==> config.mk <==
export PLATFORM = sky130hd
export DESIGN_NAME = pivm_ram
export DESIGN_NICKNAME = d
export VERILOG_FILES = /design/src/hw/rtl/pivm_ram.sv
export SDC_FILE = /design/constraint.sdc
export NUM_CORES = 1
export LEC_CHECK = 0
export BUFFER_PORTS_ARGS = -buffer_cell sky130_fd_sc_hd__buf_2
export CAP_MARGIN = 40
export CORE_MARGIN = 2
export CORE_UTILIZATION = 50
export DETAILED_ROUTE_END_ITERATION = 8
export GPL_ROUTABILITY_DRIVEN = 1
export GPL_TIMING_DRIVEN = 0
export PLACE_DENSITY = 0.72
export SLEW_MARGIN = 20
export SYNTH_ARGS = -nofsm -noshare
export SYNTH_HDL_FRONTEND = slang
export SYNTH_SLANG_ARGS = --single-unit
export TNS_END_PERCENT = 1
==> constraint.sdc <==
create_clock -name clk -period 2.86 [get_ports clk]
set_clock_uncertainty 0.15 [all_clocks]
set_input_delay 0.429 -clock clk [delete_from_list [all_inputs] [get_ports clk]]
set_output_delay 0.429 -clock clk [all_outputs]
set_load 0.01 [all_outputs]
==> src/hw/rtl/pivm_ram.sv <==
module pivm_ram #(
  parameter int WIDTH = 8,
  parameter int DEPTH = 16,
  localparam int AW = (DEPTH > 1) ? $clog2(DEPTH) : 1
) (
  input  logic             clk,
  input  logic             we,
  input  logic [AW-1:0]    waddr,
  input  logic [WIDTH-1:0] wdata,
  input  logic             re,
  input  logic [AW-1:0]    raddr,
  output logic [WIDTH-1:0] rdata
);

  logic [WIDTH-1:0] mem [DEPTH];

  always_ff @(posedge clk) begin
    if (we) begin
      mem[waddr] <= wdata;
    end
    if (re) begin
      rdata <= mem[raddr];
    end
  end

endmodule

==> out/results.txt <==
f_max - 540 MHz
GR peak layer - met2
port buffer count - 25
Die Area - 11300 um2
mapped cell area - 5230 um2
row count - 37
max-cap viol count - 0
H-tree depth reported by CTS - 4
DRC Markers - 0
CP Buf/Inv Count - 0
Antenna Violating Nets Remaining - 0
Power Density - 768 nW/um2
total power - 0.00475 W
Synth warnings - 0
final hold slack - 0.102 ns
first-pass GRT wire length - 14800 um
CTS Buffer Depth - 2
crit path DAT - 1.95 ns
final period utilization - 64.7%
CP Launch Type - flop
area grow syn2layout - 18.2%
met1 usage - 27.6%
Congestion Overflow GR - 0
Worst path slowest cell - mux4_1
vias in the first global route - 2430
routability cong. - 0.735
CTS tree - done
RSZ-0062 raised after global routing - false
Seq cells post-synth - 136
Final Hold Violating Endpoints - 0
starting DRC count in detailed routing - 265
final setup fails - 0
# diodes - 0
drt wl/cell - 23.6 um
share of layout cells above drive strength 1 - 30.7%
type of the worst min-delay path - input port to flop
Core Util, Final - 60.4%
Die Ht - 106 um
synth unique cells - 18
M2 GR Usage - 28.6%
Final nets - 294
Post-CTS Resized - 0
Final Non-Filler Cells - 423
pin count of the biggest net entering global routing - 17
placed cells - 390
Post-Synthesis Cells - 229
DRT Pass-1 Iters - 4
WP data required - 2.96 ns
syn_nets - 248
final WL - 10000 um
Worst-path clk slew - 0.06 ns
Worst-Skew Late Latency - 0.51 ns
Slew headroom - 44.8%
Sink Count - 136
Post-CTS Hold Buffers - 0
Die Wd - 106 um
via/cell ratio - 5.79
Final min period - 1.85 ns
cell taking the most area after synthesis - edfxtp_1
GR Util met3 - 5.15%
CP max stage delay - 0.60 ns
setup TNS - 0 ns
Post-CTS Setup Inserts - 0
Seq/Total Area, Yosys - 78.1%
initial core utilization - 51.1%
worst-path maximum fanout - 1
worst-margin pin slew - 0.824 ns
I/O pins - 27
total global-route track usage - 19.1%
WS Path Type - flop to flop
status - finished clean
Core ar. - 10200 um2
Vias - 2448
Peak supply drop - 412 uV
Syn Area/Cell - 22.8 um2
initial antenna violation count - 0
top cells by area, synth - edfxtp_1 78%, mux4_2 7.8%, mux4_1 7.0%
leakage power - 2.07 nW
Inserted Clock Buffers - 17
top-area cell type share of the netlist area - 78.1%
Slew Limit Fails - 0
DP Wirelength - 6040 um
CP Capture Type - flop
setup slack, reg-to-reg - 1.01 ns
CP top delay family - multiplexers
crit-path cells - mux4_1, a22oi_1, nand2_1
root buf cell - clkbuf_8
==> path summary, 6_finish.rpt <==
kind                    to  startpoint  depth (start not counted)
setup / recovery  rdata[0]   mem[5][0]                          3
hold / removal    rdata[0]          re                          1
setup reg to reg  rdata[0]   mem[5][0]                          3
hold reg to reg   rdata[4]  mem[11][4]                          3
==> cells in the final DEF (no fill, tap or decap) <==
cell type	n
nand3_1	1
mux4_2	18
nand2_1	9
buf_2	28
and2_1	1
clkdlybuf4s25_2	3
bufinv_16	5
clkbuf_1	1
clkinv_4	3
nand3b_1	2
clkbuf_16	16
nor2b_1	1
a22oi_1	16
clkbuf_8	1
clkinv_2	1
and2b_1	1
clkinv_1	2
clkinvlp_4	2
edfxtp_1	136
nor2_1	13
nor3_2	4
buf_6	3
mux4_1	14
buf_4	3
or3b_2	1
nand2b_1	2
==> through the flow <==
stage | cell area (um2) | setup WS [ns]
after floorplan | 5230 | 0.788
after global placement | 5520 | 0.249
after detailed placement | 5540 | 0.599
after CTS | 6160 | 1.02
after global routing | 6180 | 1.02
final | 6180 | 1.01
==> cell families (layout without fill, tap and decap cells) <==
| logic type | after synthesis | count (layout) | synth area share [%] |
|---|---|---|---|
| flops | 136 | 136 | 78.1 |
| mux | 32 | 32 | 14.8 |
| simple gates | 35 | 35 | 3.14 |
| buf+inv | 10 | 68 | 1.65 |
| compound gates | 16 | 16 | 2.30 |
==> sequential cells by signal (all words and copies together), names as in the netlist <==
register  count
rdata         8
mem         128
==> cells in the mapped netlist, drive strengths merged <==
master and count:
nand2 9, and2b 1, edfxtp 136, nand3 1
nand2b 2, mux4 32, and2 1, clkdlybuf4s25 3
a22oi 16, nand3b 2, nor2b 1, nor2 13
nor3 4, buf 7, or3b 1
==> cell type report <==
class                      instances  area (um2)
buffer                            10        86.3
clock buffer                      18         418
clock inverter                    13         204
fill                             697        4050
multi-input combinational         83        1080
sequential                       136        4080
tap                              136         170
timing repair buffer              27         140
==> power by group <==
group          internal (W)  leakage [nW]  switching (W)
clock network       0.00149         0.296       0.000780
registers           0.00225          1.24      0.0000103
logic             0.0000873         0.533       0.000128
==> worst reg2reg max path: stages (launching register included) <==
cell	delay, ns
edfxtp_1	0.39
mux4_1	0.60
a22oi_1	0.33
nand2_1	0.11
==> routing by layer <==
layer	vias to the layer above	share of wire, %
li1	1076	-
met1	1271	44
met2	92	48
met3	9	5.9
met4	0	1.4
met5	-	0
(Power assumes the default switching activity.)
