<file path="src/hw/rtl/pivm_mul.sv">
module pivm_mul #(
  parameter int XW = 8
) (
  input  logic            clk,
  input  logic            rst,
  input  logic            start,
  input  logic [XW-1:0]   a,
  input  logic [XW-1:0]   b,
  output logic            done,
  output logic [2*XW-1:0] p
);

  logic            busy;
  logic [2*XW-1:0] mc;
  logic [XW-1:0]   mp;
  logic [2*XW-1:0] acc;

  // finishes as soon as the remaining multiplier bits are all zero
  assign done = busy && (mp == '0);
  assign p = acc;

  always_ff @(posedge clk) begin
    if (rst) begin
      busy <= 1'b0;
    end else if (start) begin
      busy <= 1'b1;
    end else if (done) begin
      busy <= 1'b0;
    end
  end

  always_ff @(posedge clk) begin
    if (start) begin
      mc <= (2*XW)'(a);
      mp <= b;
      acc <= '0;
    end else if (busy && !done) begin
      if (mp[0]) begin
        acc <= acc + mc;
      end
      mc <= mc << 1;
      mp <= mp >> 1;
    end
  end

endmodule

</file>
<file path="config.mk">
export PLATFORM = sky130hd
export DESIGN_NAME = pivm_mul
export DESIGN_NICKNAME = d
export VERILOG_FILES = /design/src/hw/rtl/pivm_mul.sv
export SDC_FILE = /design/constraint.sdc
export NUM_CORES = 1
export LEC_CHECK = 0
export BUFFER_PORTS_ARGS = -buffer_cell sky130_fd_sc_hd__buf_2
export CAP_MARGIN = 0
export CORE_MARGIN = 2
export CORE_UTILIZATION = 35
export DETAILED_ROUTE_END_ITERATION = 12
export PLACE_DENSITY = 0.62
export SLEW_MARGIN = 40
export SYNTH_ARGS = -nofsm -noshare
export SYNTH_HDL_FRONTEND = slang
export SYNTH_SLANG_ARGS = --single-unit
export TNS_END_PERCENT = 5
</file>
<file path="constraint.sdc">
create_clock -name clk -period 6.2 [get_ports clk]
set_clock_uncertainty 0.15 [all_clocks]
set_input_delay 0.31 -clock clk [delete_from_list [all_inputs] [get_ports clk]]
set_output_delay 0.31 -clock clk [all_outputs]
set_load 0.01 [all_outputs]
</file>
==> results.yml, run 1 <==
layout:
  layout_common_cells: "buf_2, dfxtp_1, nand2_1"
  drive_gt1_share_pct: 25.6
  syn_to_final_growth_pct: 14.2
  diodes: 0
  final_common_cell: "buf_2"
  layout.nets: 300
  fillers: 662
timing:
  rsz0062_at_grt: "false"
  fin_setup_tns_ps: 0
  drv_slew: 0
  hold_violations: 0
  finalCritPeriodShare_pct: 39.7
  relSlewSlack_pct: 49.8
  tightest_slew_ps: 752
  fmax_ghz: 0.406
  hold_slack_ps: 21.1
  period_needed_ps: 2460
  setup_viol: 0
grt:
  grt_usage_pct: 14.2
  antenna_found_initial: 0
  grt_pass1_vias: 1786
  grt-ovfl-total: 0
  grt_max_degree: 39
  grt_pass1_wl_um: 8390
floorplan:
  io_pins: 36
  initial_core_util_pct: 36.4
  die_w_um: 85.5
  num_rows: 29
  die_y_um: 85.5
  core_area_um2: 6390
  die_area_um2: 7310
worst_setup_path:
  crit_family: "buffers and inverters"
  worst-path-buf-inv: 2
  cp-end-kind: "register"
  critPathLaunch: "start"
  cp.arrival_ps: 2250
  r2r-start: "mc[0]"
  path_class: "in2reg"
  cp_slowest_cell: "nand2_1"
  crit_chain: "buf_2 > clkinv_1 > nand2_1"
  required_ps: 5980
  worst_setup_path_start_kind: "input pin"
  cp_slowest_stage_delay_ps: 700
  cp_max_fo: 38
pwr:
  pwr-share-seq_pct: 52.5
  powerDensity_nw_per_um2: 225
  power.share.combinational_pct: 17.3
  internal_power_w: 0.000425
  clkPwrFrac_pct: 30.2
  ir_drop_uv: 117
  p_leak_nw: 1.12
  p_switching_w: 0.000171
  netSwitchingFraction_pct: 28.7
clock_tree:
  ctsResizeCount: 0
  cts_tree: "yes"
  cts.htree.levels: 2
  cts_buffer_depth: 2
  clk_latency_ps: 300
  cts.sinks: 41
  cts_buffers: 5
  cts_root_buf: "clkbuf_8"
  clk_pin_slew_ps: 90
  cts_setup_buffers: 0
  cts.hold.buffers_added: 0
min_path:
  hold_path_class: "in2reg"
  min_from: "rst"
synth:
  synth_warnings: 0
  netlist_area_um2: 2320
  synthArstFlopShare_pct: 0
  synth.avg_cell_area_um2: 10.1
  ys_seq_area_share_pct: 42.2
  synth_enable_flop_cells: 16
  synth_cell_types: 49
  synth-main-ff-cell: "dfxtp_1"
  ys_seq_elements: 41
  synth.net_count: 266
  syn_inst: 231
flow_run:
  max-cap-violations: 0
drt:
  post_drt_wl_per_cell_um: 14.5
  drt_pass1_iterations: 4
  drtAntennaViolNets: 0
  drcViolationCount: 0
  vias: 1861
  wl_um: 4970
  drt-initial-drc-count: 102
  viasPerCell: 5.43
placement:
  portBuffers: 35
  place.gp.congestion: 0.809
  dp_hpwl_um: 3630
run_status:
  status: "complete, no violations"
==> registers in the layout, indices dropped and copies added, names as in the netlist <==
| name | flops |
|---|---|
| busy | 1 |
| p | 16 |
| mc | 16 |
| mp | 8 |
==> cells by family (layout without fill, tap and decap cells) <==
logic type	Yosys count	in the layout	synth area share (%)
AND/OR/NAND/NOR	70	70	14.9
AO/OA/AOI/OAI	61	61	18.5
flip-flops	41	41	42.2
multiplexers	22	22	10.2
adder cells (fa/ha/maj)	16	16	8.94
buffers and inverters	13	48	2.21
XOR/XNOR	8	8	3.02
==> routing by layer <==
| metal | wire length, µm | global-route usage, % | vias to the layer above |
|---|---|---|---|
| met1 | 2330 | 19.1 | 870 |
| met3 | 264 | 3.31 | 4 |
| met2 | 2330 | 23.1 | 48 |
| met5 | 0 | 0 | - |
| met4 | 36 | 3.46 | 0 |
| li1 | - | - | 939 |
==> layout make-up <==
cell class / count / area [µm²] / area share, %
clock buffer: 5 / 68.8 / 2.59
sequential: 41 / 981 / 37.0
multi-input combinational: 177 / 1290 / 48.7
tap: 77 / 96.3 / 3.63
inverter: 5 / 18.8 / 0.708
clock inverter: 3 / 21.3 / 0.802
timing repair buffer: 35 / 175 / 6.60
==> worst register-to-register path: cells and delay by family (launching register included) <==
kind	cells	cell delay [ps]
AND/OR/NAND/NOR	1	160
flip-flops	1	410
AO/OA/AOI/OAI	4	860
adder cells (fa/ha/maj)	2	670
==> power by group through the flow <==
stage	Combinational (W)	Clock, W	Sequential [W]
3_3_place_gp	0.000102	0	0.000319
2_1_floorplan	0.0000772	0	0.000317
5_1_grt	0.000116	0.000199	0.000315
6_report	0.000103	0.000180	0.000313
4_1_cts	0.000104	0.000187	0.000313
3_5_place_dp	0.000103	0	0.000319
==> Yosys cell counts, drive strengths merged (2+ instances only) <==
library cell / instances / area [µm²]
dfxtp: 25 / 500
nand2: 24 / 92.6
a21oi: 20 / 104
edfxtp: 16 / 480
ha: 15 / 188
mux2: 14 / 158
nor2: 14 / 52.6
nand3: 10 / 55.1
o21ai: 9 / 45.0
and3: 8 / 51.3
mux2i: 8 / 80.1
clkbuf: 6 / 22.5
a211oi: 5 / 42.5
o211ai: 5 / 42.5
xor2: 5 / 43.8
inv: 4 / 15.0
a31oi: 3 / 18.8
and2: 3 / 18.8
nor4: 3 / 18.8
o2111ai: 3 / 26.3
o21a: 3 / 22.5
or3: 3 / 18.8
xnor2: 3 / 26.3
a2111oi: 2 / 25.0
a311o: 2 / 20.0
buf: 2 / 10.0
o21bai: 2 / 15.0
==> final timing paths <==
path	endpoint	cells after the start	slack, ps
max	mc[0]	3	3740
min	busy	2	20
max reg2reg	p[12]	7	3860
min reg2reg	p[5]	2	330
==> stage by stage <==
| stage | utilization [%] | instance area, µm² | worst slack, ps | total power (W) | std cells |
|---|---|---|---|---|---|
| finish | 41.5 | 2650 | 3740 | 0.000596 | 343 |
| global route | 41.5 | 2650 | 3490 | 0.000629 | 343 |
| CTS | 41.5 | 2650 | 3640 | 0.000604 | 343 |
| detailed placement | 40.1 | 2560 | 3340 | 0.000423 | 335 |
| global placement | 40.1 | 2560 | 3380 | 0.000421 | 335 |
| floorplan | - | 2320 | 4100 | 0.000394 | 231 |
(Power assumes the default switching activity.)
==> inputs of run 2 (changes only) <==
==> constraint.sdc (replaced) <==
create_clock -name clk -period 2.3 [get_ports clk]
set_clock_uncertainty 0.15 [all_clocks]
set_input_delay 0.115 -clock clk [delete_from_list [all_inputs] [get_ports clk]]
set_output_delay 0.115 -clock clk [all_outputs]
set_load 0.01 [all_outputs]
==> run 2 against run 1 <==
Effect of this change:
- final cell count up 6.4%
- sequential share of layout area down 3.1 points
- clock power rose to 2.8 times the previous value
- core utilization up 3.8 points
- non-clock buffer count up 22
- total power rose to 2.8 times the previous value
- register-to-register slack worse by 3800 ps
- via count up 5.2%
==> results.yml, run 2 (synthesis results as in run 1) <==
run_status:
  status: "complete, no violations"
clock_tree:
  clk_latency_ps: 300
  cts_root_buf: "clkbuf_8"
  cts.sinks: 41
  cts_buffers: 5
  cts_tree: "yes"
  clk_pin_slew_ps: 90
  cts.htree.levels: 2
  cts_buffer_depth: 2
timing:
  hold_violations: 0
  hold_slack_ps: 197
  tightest_slew_ps: 629
  finalCritPeriodShare_pct: 95.4
  period_needed_ps: 2190
  setup_viol: 0
  fmax_ghz: 0.456
  setup_ws_ps: 105
  drv_slew: 0
  relSlewSlack_pct: 58.1
layout:
  diodes: 0
  design_area_um2: 2900
  layout_common_cells: "buf_2, dfxtp_1, nand2_1"
  layout.nets: 322
  fillers: 640
  final-seq-area_um2: 981
  multi_input_area_um2: 1320
  final_common_cell: "buf_2"
  drive_gt1_share_pct: 27.1
  syn_to_final_growth_pct: 24.6
  final_util_pct: 45.3
grt:
  grt_pass1_wl_um: 8600
  grt_pass1_vias: 1860
  grt_max_degree: 38
  antenna_found_initial: 0
  grt_usage_pct: 14.7
  grt-ovfl-total: 0
worst_setup_path:
  required_ps: 2390
  path_class: "reg2reg"
  r2r-start: "mc[0]"
  worst_setup_path_start_kind: "register"
  cp.arrival_ps: 2280
  cp-end-kind: "register"
  cp_max_fo: 3
  critPathLaunch: "mc[0]"
drt:
  drt-initial-drc-count: 97
  post_drt_wl_per_cell_um: 14.4
  drt_pass1_iterations: 4
  drtAntennaViolNets: 0
  drcViolationCount: 0
  vias: 1957
  wl_um: 5260
  viasPerCell: 5.36
placement:
  pre_cts_slack_ps: -12.8
  place.gp.congestion: 0.836
  portBuffers: 35
  dp_hpwl_um: 3720
  dpl_cell_area_um2: 2580
flow_run:
  max-cap-violations: 0
floorplan:
  die_y_um: 85.5
  die_area_um2: 7310
  core_area_um2: 6390
  initial_core_util_pct: 36.4
  io_pins: 36
  num_rows: 29
  die_w_um: 85.5
min_path:
  min_from: "start"
  hold_path_class: "in2reg"
pwr:
  powerDensity_nw_per_um2: 580
  ir_drop_uv: 333
  p_leak_nw: 1.21
-- run 2: worst paths after layout --
check	cells after the start	slack (ps)	endpoint
min reg2reg	2	330	p[3]
max reg2reg	8	110	p[10]
min	3	200	mc[15]
max	8	110	p[10]
-- run 2: final cells by class --
type | count | share of cell area [%]
Multi-Input combinational cell | 177 | 45.7
Sequential cell | 41 | 33.9
Timing Repair Buffer | 57 | 13.2
Tap cell | 77 | 3.33
Clock buffer | 5 | 2.38
Clock inverter | 3 | 0.864
Inverter | 5 | 0.648
-- run 2: where the power goes --
group / internal [W] / switching (W)
Sequential: 0.000809 / 0.0000335
Clock: 0.000220 / 0.000290
Combinational: 0.000154 / 0.000172
Total: 0.00118 / 0.000495
-- run 2: repair_timing --
action,in CTS,in global routing
hold endpoints to repair,17,0
hold buffers,17,0
resized for setup,1,6
pin swaps,0,4
setup endpoints to repair,2,2
buffers inserted,0,2
-- run 2: metrics by stage --
stage	setup TNS (ps)	power [W]	cells
final	0	0.00168	365
after floorplan	0	0.00106	231
after global routing	-28.2	0.00176	365
after CTS	0	0.00168	363
after global placement	0	0.00114	338
after detailed placement	-12.8	0.00114	338
-- run 2: worst max-delay path, cell delays in order (launching register included) --
cell and delay [ps]:
edfxtp_1 400, ha_2 210, fa_2 380, a21oi_4 160, o211ai_1 180, buf_4 180, a211oi_2 190, o2111ai_1 150
nand3_1 120
-- run 2: layer usage --
layer  global-route usage, %  routed length, µm  share of wire [%]  vias up
met5                       0                  0                  0        -
met4                    4.33                 72                1.4        0
met3                    4.77                223                4.2        7
met2                    24.7               2520                 48       41
met1                    17.9               2440                 46      919
li1                        -                  -                  -      990
